`config.mk`:
```
export PLATFORM = sky130hd
export DESIGN_NAME = hpc_root_div
export DESIGN_NICKNAME = d
export VERILOG_FILES = /design/src/rtl/hpc_pkg.sv /design/src/rtl/hpc_root_div.sv
export SDC_FILE = /design/constraint.sdc
export NUM_CORES = 1
export LEC_CHECK = 0
export BUFFER_PORTS_ARGS = -buffer_cell sky130_fd_sc_hd__clkbuf_2
export CAP_MARGIN = 0
export CORE_MARGIN = 2
export CORE_UTILIZATION = 65
export DETAILED_ROUTE_END_ITERATION = 7
export PLACE_DENSITY = 0.85
export SYNTH_ARGS = -nofsm -noshare
export SYNTH_HDL_FRONTEND = slang
export SYNTH_SLANG_ARGS = --single-unit
```
`constraint.sdc`:
```
create_clock -name clk -period 27.8 [get_ports clk]
set_clock_uncertainty 0.1 [all_clocks]
set_input_delay 4.17 -clock clk [delete_from_list [all_inputs] [get_ports clk]]
set_output_delay 4.17 -clock clk [all_outputs]
set_load 0.03 [all_outputs]
```
`src/rtl/hpc_pkg.sv`:
```
package hpc_pkg;

  localparam int FRAC_BITS = 8;
  localparam int ONE       = 1 << FRAC_BITS;

  localparam int DV_W  = 29;
  localparam int AX_W  = 28;
  localparam int PRD_W = 2 * AX_W;
  localparam int SUM_W = PRD_W + 1;
  localparam int SQ_W  = SUM_W + 1;
  localparam int CAP_W = 20;
  localparam int MAG_W = 29;
  localparam int QB    = CAP_W;
  localparam int MS_W  = 9;

  localparam logic [2:0] MODE_OFF     = 3'd0;
  localparam logic [2:0] MODE_HOLD    = 3'd1;
  localparam logic [2:0] MODE_STATION = 3'd2;
  localparam logic [2:0] MODE_CRUISE  = 3'd3;
  localparam logic [2:0] MODE_RETURN  = 3'd4;

  localparam logic [3:0] G_FIRED     = 4'd0;
  localparam logic [3:0] G_OFF       = 4'd1;
  localparam logic [3:0] G_NOSTATE   = 4'd2;
  localparam logic [3:0] G_BAILED    = 4'd3;
  localparam logic [3:0] G_STALE     = 4'd4;
  localparam logic [3:0] G_BAILOUT   = 4'd5;
  localparam logic [3:0] G_INVULN    = 4'd6;
  localparam logic [3:0] G_CONGESTED = 4'd7;
  localparam logic [3:0] G_SKILL     = 4'd8;
  localparam logic [3:0] G_CADENCE   = 4'd9;
  localparam logic [3:0] G_DEADBAND  = 4'd10;
  localparam logic [3:0] G_FAIL      = 4'd11;

  localparam logic [2:0] REG_BOUNDS_VALID = 3'd0;
  localparam logic [2:0] REG_BOUND_LEFT   = 3'd1;
  localparam logic [2:0] REG_BOUND_RIGHT  = 3'd2;
  localparam logic [2:0] REG_BOUND_TOP    = 3'd3;
  localparam logic [2:0] REG_BOUND_BOTTOM = 3'd4;
  localparam logic [2:0] REG_SPEED_SCALE  = 3'd5;
  localparam logic [2:0] REG_SLACK_X      = 3'd6;
  localparam logic [2:0] REG_SLACK_Y      = 3'd7;

  localparam logic UOP_SQRT = 1'b0;
  localparam logic UOP_DIV  = 1'b1;

  localparam logic [31:0] ISSUE_MS       = 32'd90;
  localparam logic [31:0] ISSUE_EMERG_MS = 32'd20;
  localparam logic [31:0] MS_LO          = 32'd30;
  localparam logic [31:0] MS_HI          = 32'd400;

  localparam int DEADBAND  = 12 * ONE;
  localparam int P_GAIN    = 7;
  localparam int FALL_VY   = -850 * ONE;
  localparam int RESCUE_V  = 300 * ONE;
  localparam int BAIL_DROP = 420 * ONE;
  localparam int BRAKE_K   = 5;
  localparam int CMD_LIM   = 1700 * ONE;
  localparam int QUIET_V   = 8 * ONE;
  localparam int FF_BASE   = 30 * ONE;

  typedef struct packed {
    logic [31:0]        now_ms;
    logic [2:0]         mode;
    logic signed [23:0] setpoint_x;
    logic signed [23:0] setpoint_y;
    logic signed [23:0] pos_x;
    logic signed [23:0] pos_y;
    logic signed [23:0] vel_x;
    logic signed [23:0] vel_y;
    logic [5:0]         status_flags;
  } hpc_in_t;

  typedef struct packed {
    logic               fired;
    logic [3:0]         guard_code;
    logic               emergency;
    logic signed [19:0] cmd_vx;
    logic signed [19:0] cmd_vy;
    logic signed [19:0] desired_vx;
    logic signed [19:0] desired_vy;
    logic [17:0]        trim_vy;
    logic [31:0]        since_ms;
  } hpc_out_t;

  typedef struct packed {
    logic start;
    logic op;
  } hpc_unit_req_t;

  typedef struct packed {
    logic busy;
    logic done;
  } hpc_unit_rsp_t;

endpackage

```
`src/rtl/hpc_root_div.sv`:
```
module hpc_root_div (
  input  logic                         clk,
  input  logic                         rst_n,
  input  hpc_pkg::hpc_unit_req_t       req,
  input  logic [hpc_pkg::SQ_W-1:0]     opa,
  input  logic [hpc_pkg::MAG_W-1:0]    opb,
  output hpc_pkg::hpc_unit_rsp_t       rsp,
  output logic [hpc_pkg::MAG_W-1:0]    result
);
  import hpc_pkg::*;

  localparam int SQ_STEPS = SQ_W / 2;
  localparam int CNT_W    = $clog2(SQ_STEPS);

  logic             busy_r;
  logic             done_r;
  logic             op_r;
  logic [CNT_W-1:0] cnt_r;
  logic [SQ_W-1:0]  v_r;
  logic [SQ_W-1:0]  r_r;
  logic [SQ_W-1:0]  bit_r;
  logic [MAG_W-1:0] rem_r;
  logic [MAG_W-1:0] div_r;
  logic [QB-1:0]    num_r;
  logic [QB-1:0]    q_r;

  logic [SQ_W-1:0]  t_sq;
  logic [MAG_W:0]   trial;
  logic             ge_div;

  assign t_sq   = r_r + bit_r;
  assign trial  = {rem_r, num_r[QB-1]};
  assign ge_div = trial >= {1'b0, div_r};

  always_ff @(posedge clk) begin
    if (!rst_n) begin
      busy_r <= 1'b0;
      done_r <= 1'b0;
    end else begin
      done_r <= 1'b0;
      if (!busy_r) begin
        if (req.start) begin
          busy_r <= 1'b1;
          op_r   <= req.op;
          if (req.op == UOP_DIV) begin
            cnt_r <= CNT_W'(QB - 1);
            rem_r <= opa[QB+MAG_W-1:QB];
            num_r <= opa[QB-1:0];
            div_r <= opb;
            q_r   <= '0;
          end else begin
            cnt_r <= CNT_W'(SQ_STEPS - 1);
            v_r   <= opa;
            r_r   <= '0;
            bit_r <= SQ_W'(1) << (SQ_W - 2);
          end
        end
      end else begin
        if (op_r == UOP_DIV) begin
          rem_r <= ge_div ? MAG_W'(trial - {1'b0, div_r}) : trial[MAG_W-1:0];
          num_r <= num_r << 1;
          q_r   <= {q_r[QB-2:0], ge_div};
        end else begin
          if (v_r >= t_sq) begin
            v_r <= v_r - t_sq;
            r_r <= (r_r >> 1) + bit_r;
          end else begin
            r_r <= r_r >> 1;
          end
          bit_r <= bit_r >> 2;
        end
        if (cnt_r == '0) begin
          busy_r <= 1'b0;
          done_r <= 1'b1;
        end else begin
          cnt_r <= cnt_r - 1'b1;
        end
      end
    end
  end

  assign rsp.busy = busy_r;
  assign rsp.done = done_r;
  assign result   = (op_r == UOP_DIV) ? MAG_W'(q_r) : r_r[MAG_W-1:0];

endmodule

```
==> results of run 1 <==
==> Yosys cell counts, types with 29 or more instances <==
| cell type | count |
|---|---|
| sky130_fd_sc_hd__and2_1 | 59 |
| sky130_fd_sc_hd__ha_1 | 148 |
| sky130_fd_sc_hd__nor2_1 | 153 |
| sky130_fd_sc_hd__o21ai_0 | 114 |
| sky130_fd_sc_hd__a31oi_1 | 67 |
| sky130_fd_sc_hd__nand2_1 | 177 |
| sky130_fd_sc_hd__xor2_1 | 88 |
| sky130_fd_sc_hd__mux2i_1 | 29 |
| sky130_fd_sc_hd__nor2b_1 | 30 |
| sky130_fd_sc_hd__a21o_1 | 54 |
| sky130_fd_sc_hd__xnor2_1 | 88 |
| sky130_fd_sc_hd__inv_1 | 59 |
| sky130_fd_sc_hd__edfxtp_1 | 249 |
| sky130_fd_sc_hd__clkbuf_1 | 50 |
| sky130_fd_sc_hd__nand4_1 | 41 |
| sky130_fd_sc_hd__a21oi_1 | 159 |
| sky130_fd_sc_hd__mux2_2 | 74 |
==> per-stage QoR <==
| stage | hold slack, ns | util |
|---|---|---|
| 4_1_cts | 0.423 | 0.719 |
| 2_1_floorplan | 0.395 | - |
| 5_1_grt | 0.430 | 0.719 |
| 6_report | 0.428 | 0.719 |
| 3_3_place_gp | 0.406 | 0.685 |
| 3_5_place_dp | 0.408 | 0.685 |
==> kinds of logic (layout without fill, tap and decap cells) <==
logic type	after synthesis	in the layout	synth area share
DFF	251	251	0.388
AOI/OAI and AO/OA	584	584	0.197
xor gates and xnor gates	176	176	0.0796
muxes	104	104	0.0588
and+or+nand+nor	593	593	0.147
adders and majority gates	150	150	0.0977
buffers and inverters	143	242	0.0316
==> per-layer routing <==
metal  vias up  share of wire  global-route usage
met2       709           0.45               0.489
li1       7646              -                   -
met1      7735           0.45               0.450
met5         -              0                   0
met3        89          0.076              0.0284
met4         0          0.022              0.0820
==> state kept, by name (all words and copies together), names as in the netlist, 5 cells and up <==
register and cells:
v_r 58, cnt_r 5, div_r 29, rem_r 29, num_r 20, bit_r 29, q_r 20, r_r 58
==> report_power, final <==
part / leakage, nW / internal, W / switching (W)
sequential: 2.33 / 0.000443 / 0.0000164
clock: 0.477 / 0.000247 / 0.000160
combinational: 5.48 / 0.000121 / 0.000177
total: 8.29 / 0.000811 / 0.000354
==> area by class of cell <==
cell class                 instances  share of cell area
clock inverter                    18              0.0120
inverter                          59              0.0105
timing repair buffer             130              0.0318
sequential                       251               0.355
clock buffer                      35              0.0353
multi-input combinational       1607               0.532
tap                              390              0.0230
==> worst max-delay path, cell delays in order (launching register included) <==
cell and delay (ns):
sky130_fd_sc_hd__edfxtp_1 1.16, sky130_fd_sc_hd__mux2_2 0.43, sky130_fd_sc_hd__clkbuf_2 0.19
==> worst paths after layout <==
path	end	slack, ns	start	cells after the start
max reg2reg	v_r[52]	21.47	r_r[10]	22
max	result[8]	21.17	op_r	2
min reg2reg	num_r[4]	0.43	num_r[3]	2
min	num_r[4]	0.43	num_r[3]	2
==> results.md, run 1 <==
- The floorplan die area is 31,200 sq um.
- Of the post-synthesis cell area, the dominant cell type holds 0.386.
- Counting the fill cells in the layout gives 2,198.
- The combined global-route utilization of all metal layers is 0.307.
- The count of max-cap constraint violations is 0.
- The final-report setup violation count is 0.
- After synthesis the cells add up to 19,400 sq um.
- Synthesis inferred 251 register bits.
- The area growth from synthesis to layout is 9.38%.
- After legalization and detailed placement, the total HPWL measured 35,200 um.
- The number of antenna diodes in the final layout is 0.
- The post-detailed-route count of antenna-violating nets is 0.
- The arrival time at the worst endpoint is 2.36 ns.
- In the final timing run, aggregate negative setup slack is 0 ns.
- Clock tree synthesis inserted a total of 29 buffers.
- In the final routed layout, each cell accounts on average for 19.6 um.
- The clock latency on the worst-skew pair is 0.56 ns.
- During I/O placement, the number of pins put on the boundary was 122.
- The most common cell after layout, fill and taps aside is sky130_fd_sc_hd__edfxtp_1.
- For this block, the via count after detailed routing is 16,200.
- The cell area after placement is 20,200 sq um.
- The most used flip-flop cell after synthesis is sky130_fd_sc_hd__edfxtp_1.
- The final critical-path setup slack is 21.17 ns.
- For this run, the top clock speed supported by timing is 151 MHz.
- After floorplanning, the core was divided into 63 placement rows.
- The cell area power density is 55.0 nW/um^2.
- The final hold violation count is 0.
- The register clock-pin slew on the reported worst setup and hold paths is 0.06 ns.
- The wire length of the first global-routing pass is 77,600 um.
- The count of clock tree sinks is 251.
- The flow ran to the end, and the final reports show no timing, DRC or antenna violations.
- The initial detailed-routing violation count is 1,783.
- STA classifies the critical path startpoint as a flip-flop.
- In this run the number of H-tree levels came out at 1.
- Of the available clock period, the critical path in the final layout requires 0.238.
- The core footprint is 29,500 sq um.
- The sequential cells in the finished layout cover a total of 7520 sq um.
- The share of post-route cells with drive strength above 1 is 0.144.
- The synthesized netlist cell count is 2,001.
- The net count of the mapped netlist is 2,242.
- For the finished layout, the period the worst path requires is 6.63 ns.
- The number of port buffers is 121.
- For this run, design rule violations remaining after detail routing come to 0.
- After detailed routing, the number of vias per cell comes to 6.50.
- The fraction of the yosys area taken by sequential cells is 0.388.
- Setup repair after global routing left no endpoint under its margin.
- The top cell types in the final layout, fill and taps aside, are sky130_fd_sc_hd__edfxtp_1 (249), sky130_fd_sc_hd__nand2_1 (177), sky130_fd_sc_hd__a21oi_1 (159).
- The total of warnings raised by yosys is 0.
- The number of setup buffers added after CTS is 0.
- Data on the critical path is required at its endpoint by 23.53 ns.
- Global routing finished with a remaining overflow of 0.
- The number of antenna violations at the first check in global routing is 0.
- The cell total after placement is 2,437.
- The final estimated routing congestion in global placement is 0.941.
- The class of the most critical hold timing path is flip-flop to flip-flop.
- The final standard cell area without fillers is 21,200 sq um.
- In the synthesized netlist the async set-or-reset flop fraction comes to 0.
- STA classifies the critical path endpoint as a primary output.
- The number of resized instances in the post-cts repair step is 0.
- The final layout contains routed wiring with a total length of 48,800 um.
- The type of the worst setup path is flip-flop to primary output.
- The area of combinational cells with multiple inputs is 11,300 sq um.
- The die height is 177 um.
- In this run the worst path has a maximum fanout of 31.
- After the last flow step, the layout net total stands at 2,319.
- In this run the static leakage power is 8.29 nW.
- The pin count of the biggest net entering global routing is 101.
- The clock tree from TritonCTS is yes.
- The relative max-transition margin is 0.176.
- The count of cells in the finished layout, fillers not included, comes to 2,490.
- The average cell area after synthesis is 9.68 sq um.
- The hold buffer count at cts is 0.
- The worst-case IR drop observed on VDD is 0.0459 mV.
- The die boundary width is 177 um.
- The root buffer cell is sky130_fd_sc_hd__clkbuf_16.
- The first-pass iteration count of the detailed router is 5.
- The via count of the first global-routing pass is 15,200.
- The count of flip-flops with a built-in enable after synthesis is 249.
- Yosys attributes the largest share of cell area to sky130_fd_sc_hd__edfxtp_1 (39%), sky130_fd_sc_hd__ha_1 (9.6%), sky130_fd_sc_hd__mux2_2 (4.3%).
- The sum of internal, switching and leakage power is 0.00116 W.
- In this run, distinct cell masters in the synthesized netlist total 94.
- The effective utilization at floorplan is 0.657.
- The clock tree buffer depth is 3.
- At the placement stage, the worst setup path has a slack of 21.53 ns.
- The biggest area contributor in the post-synthesis netlist is sky130_fd_sc_hd__edfxtp_1.
- The transition time at the pin with the least slew margin is 1.24 ns.
- The max-slew violation total from the final report is 0.
No activity file was read; power rests on OpenSTA's default activity.
==> run 2, diff against run 1 <==
--- a/config.mk
+++ b/config.mk
@@ -8,9 +8,9 @@
 export BUFFER_PORTS_ARGS = -buffer_cell sky130_fd_sc_hd__clkbuf_2
 export CAP_MARGIN = 0
 export CORE_MARGIN = 2
-export CORE_UTILIZATION = 65
+export CORE_UTILIZATION = 57
 export DETAILED_ROUTE_END_ITERATION = 7
-export PLACE_DENSITY = 0.85
+export PLACE_DENSITY = 0.79
 export SYNTH_ARGS = -nofsm -noshare
 export SYNTH_HDL_FRONTEND = slang
 export SYNTH_SLANG_ARGS = --single-unit
==> constraint.sdc (replaced) <==
create_clock -name clk -period 5.68 [get_ports clk]
set_clock_uncertainty 0.1 [all_clocks]
set_input_delay 0.852 -clock clk [delete_from_list [all_inputs] [get_ports clk]]
set_output_delay 0.852 -clock clk [all_outputs]
set_load 0.03 [all_outputs]
==> run 2 against run 1 <==
  * Global-route usage fell by 2.9 points
  * Die area increased by 14%
  * Sequential power rose to 4.9 times the previous value
  * Combinational power rose to 5.2 times the previous value
  * Non-clock buffer count up 55
  * Critical path type is now flip-flop to flip-flop
  * Via count is 0.12% higher
==> results.md, run 2 (synthesis results as in run 1) <==
- The critical register-to-register path endpoint is r_r[16].
- The number of fillers in the final layout came to 2,650 (+21%).
- Traced cell by cell, the critical path runs through ha_1 -> a21o_1 -> a31oi_1 -> o21ai_2 -> o31ai_2 -> buf_4 -> nor2_1 -> nor2_1 -> nor2_1 -> o21ai_1 -> o22ai_1 -> xnor2_1 -> ha_2 -> nand2_1 -> or3_1 -> nor2_2 -> nand4_1 -> o21ai_1 -> a21oi_1 -> a21bo_2 -> buf_12 -> buf_4 -> nor2_1 -> a211oi_1.
- The initial detailed-routing violation count is 1,649 (-7.5%).
- The count of clock tree sinks is 251 (unchanged).
- The final hold violation count is 0 (unchanged).
- The effective utilization at floorplan is 0.578 (-0.0794).
- The largest delay contributor family on the critical path is compound AO/OA/AOI/OAI gates.
- The maximum achievable frequency is 183 MHz.
- The cell area power density is 266 nW/um^2 (+380%).
- The buffer and inverter count on the worst path was 3 (+2).
- The antenna diode count is 0 (unchanged).
- The minimum clock period after layout is 5.46 ns.
- The most common cell after layout, fill and taps aside is sky130_fd_sc_hd__edfxtp_1.
- The arrival time at the worst endpoint is 5.72 ns (+3.36 ns).
- The slowest stage of the critical path belongs to the cell sky130_fd_sc_hd__edfxtp_1.
- STA classifies the critical path startpoint as a flip-flop.
- The maximum fanout encountered on the critical timing path is 25 (-19%).
- The post-detailed-route via-to-cell ratio is 6.22 (-4.3%).
- The half-perimeter wire length after placement is 36,900 um (+4.9%).
- The register clock-pin slew on the reported worst setup and hold paths is 0.06 ns (about the same).
- The post-detailed-routing wire length is 50,900 um (+4.2%).
- The cell sitting at the root of the clock tree is a sky130_fd_sc_hd__clkbuf_16.
- The final-report setup violation count is 0 (unchanged).
- The mean routed wirelength per cell was 19.5 um (-0.38%).
- The total negative setup slack is 0 ns (unchanged).
- The worst hold path terminates at div_r[8].
- The via count of the first global-routing pass came to 15,300 (+0.73%).
- The fraction of met2 tracks used by global routing is 0.426 (-0.0625).
- The relative max-transition margin is 0.213 (+0.0371).
- In this run the critical register-to-register path is launched from r_r[2].
- The hold slack is 0.351 ns (-0.0775 ns).
- The leakage power total is 8.64 nW (+4.3%).
- The number of clock buffers inserted by TritonCTS was 30 (+3.4%).
- The total grt overflow is 0 (unchanged).
- The number of cells on the worst hold path is 1 (-1).
- The first-pass iteration count of the detailed router came to 5 (unchanged).
- The worst min-delay path startpoint is opb[8].
- In the final layout, the registers with the most flip-flops are r_r x58, v_r x58.
- The share of the cycle needed by the critical path after routing is 0.961.
- The pin count of the biggest net entering global routing is 90 (-11%).
- The die boundary width was 188 um (+6.6%).
- The post-detailed-route count of antenna-violating nets came to 0 (unchanged).
- The core footprint is 33,500 sq um (+14%).
- The clock latency on the worst-skew pair is 0.59 ns (+0.03 ns).
- The clock tree buffer depth is 3 (unchanged).
- The endpoint type of the worst setup path is a flip-flop.
- The synthesis-to-layout area growth is 13.6%.
- The max-slew violation total from the final report is 0 (unchanged).
- The global-route layer with the greatest usage is met2.
- TritonCTS built the clock tree.
- The met3 demand-to-capacity share in global routing is 0.0330 (+0.00462).
- The count of standard-cell rows is 67 (+6.3%).
- The global-route track usage on met1 is 0.417 (-0.0333).
- The delay of the slowest critical-path stage came to 0.47 ns (-0.69 ns).
- The peak ir drop on the vdd network is 0.250 mV (+450%).
- The number of cell instances on the worst register-to-register path is 24 (+9.1%).
- The share of post-route cells with drive strength above 1 is 0.180 (+0.0361).
- The final estimated routing congestion in global placement is 0.932 (-0.90%).
- The count of boundary I/O pins is 122 (unchanged).
- The wire length of the first global-routing pass was 80,300 um (+3.5%).
- The net total in the final layout is 2,375 (+2.4%).
- In this run the worst hold path is classified as input pin to flip-flop.
- The sum of internal, switching and leakage power is 0.00585 W (+400%).
- The post-route DRC violation count was 0 (unchanged).
- The number of antenna violations at the first check in global routing is 0 (unchanged).
- The combined global-route utilization of all metal layers was 0.277 (-0.0294).
- The count of max-cap constraint violations is 0 (unchanged).
- The die height is 188 um (+6.6%).
- The slack of the worst reg-to-reg path is 0.22 ns (-21.25 ns).
- The data required time of the critical path was 5.94 ns (-17.59 ns).
- The library cells used most frequently in the layout, excluding fill and tap cells, are sky130_fd_sc_hd__edfxtp_1 (249), sky130_fd_sc_hd__nand2_1 (175), sky130_fd_sc_hd__a21oi_1 (159).
- The H-tree depth is 1 (unchanged).
- The most frequent cell on the critical path is sky130_fd_sc_hd__nor2_1.
- The floorplan die area is 35,500 sq um (+14%).
- The critical path in this run is classified as flip-flop to flip-flop.
- The run finished with clean final reports.
- The number of port buffers is 121 (unchanged).
- The transition time at the pin with the least slew margin is 1.18 ns (-0.0585 ns).
- The total vias in the final route was 16,200 (+0.12%).
==> run 2: area by class of cell <==
cell class                      instances  area (sq um)  share of cell area
Tap cell                              448           561              0.0255
Timing Repair Buffer                  185          1190              0.0542
Multi-Input combinational cell       1607         11500               0.522
Clock buffer                           33           762              0.0346
Inverter                               59           221              0.0101
Clock inverter                         22           277              0.0126
Sequential cell                       251          7520               0.342
==> run 2: through the flow <==
step | setup WS [ns] | util | instances | instance area, sq um
final | 0.219 | 0.657 | 2605 | 22000
after floorplan | -3.22 | - | 2001 | 19500
after CTS | 0.0585 | 0.649 | 2593 | 21800
after global routing | -0.0240 | 0.657 | 2605 | 22000
after detailed placement | 0.140 | 0.618 | 2538 | 20700
after global placement | 0.221 | 0.618 | 2538 | 20700
==> run 2: timing repair <==
action / in CTS / in global routing
endpoints found under the setup margin: 0 / 107
resized for setup: 0 / 15
setup buffers: 0 / 8
hold endpoints to repair: 0 / 0
hold buffers: 0 / 0
==> run 2: worst max path at each step <==
stage / start / to / slack, ns / cells past startpoint
final: r_r[2] / r_r[16] / 0.22 / 24
after global routing: bit_r[16] / v_r[37] / -0.02 / 24
after CTS: bit_r[10] / r_r[38] / 0.06 / 24
after detailed placement: r_r[2] / r_r[15] / 0.14 / 21
after global placement: r_r[0] / v_r[56] / 0.22 / 22
after floorplan: r_r[26] / v_r[0] / -3.22 / 21
==> run 2: worst register-to-register path, delay by kind of cell (launching register included) <==
family	cells	cell delay (ns)
compound gates	10	1.95
simple gates	8	1.21
fa+ha+maj	2	0.79
buf+inv	3	0.56
flops	1	0.47
xor+xnor	1	0.16
==> run 2: per-layer routing <==
| layer | vias to the layer above | part of all wire |
|---|---|---|
| li1 | 7765 | - |
| met1 | 7698 | 0.47 |
| met2 | 655 | 0.44 |
| met3 | 80 | 0.075 |
| met4 | 0 | 0.022 |
| met5 | - | 0 |
==> run 2: where the power goes <==
group	switching, W	leakage, nW	internal, W	total (W)
Combinational	0.000906	5.80	0.000657	0.00156
Sequential	0.0000737	2.33	0.00217	0.00224
Clock	0.000805	0.509	0.00124	0.00204
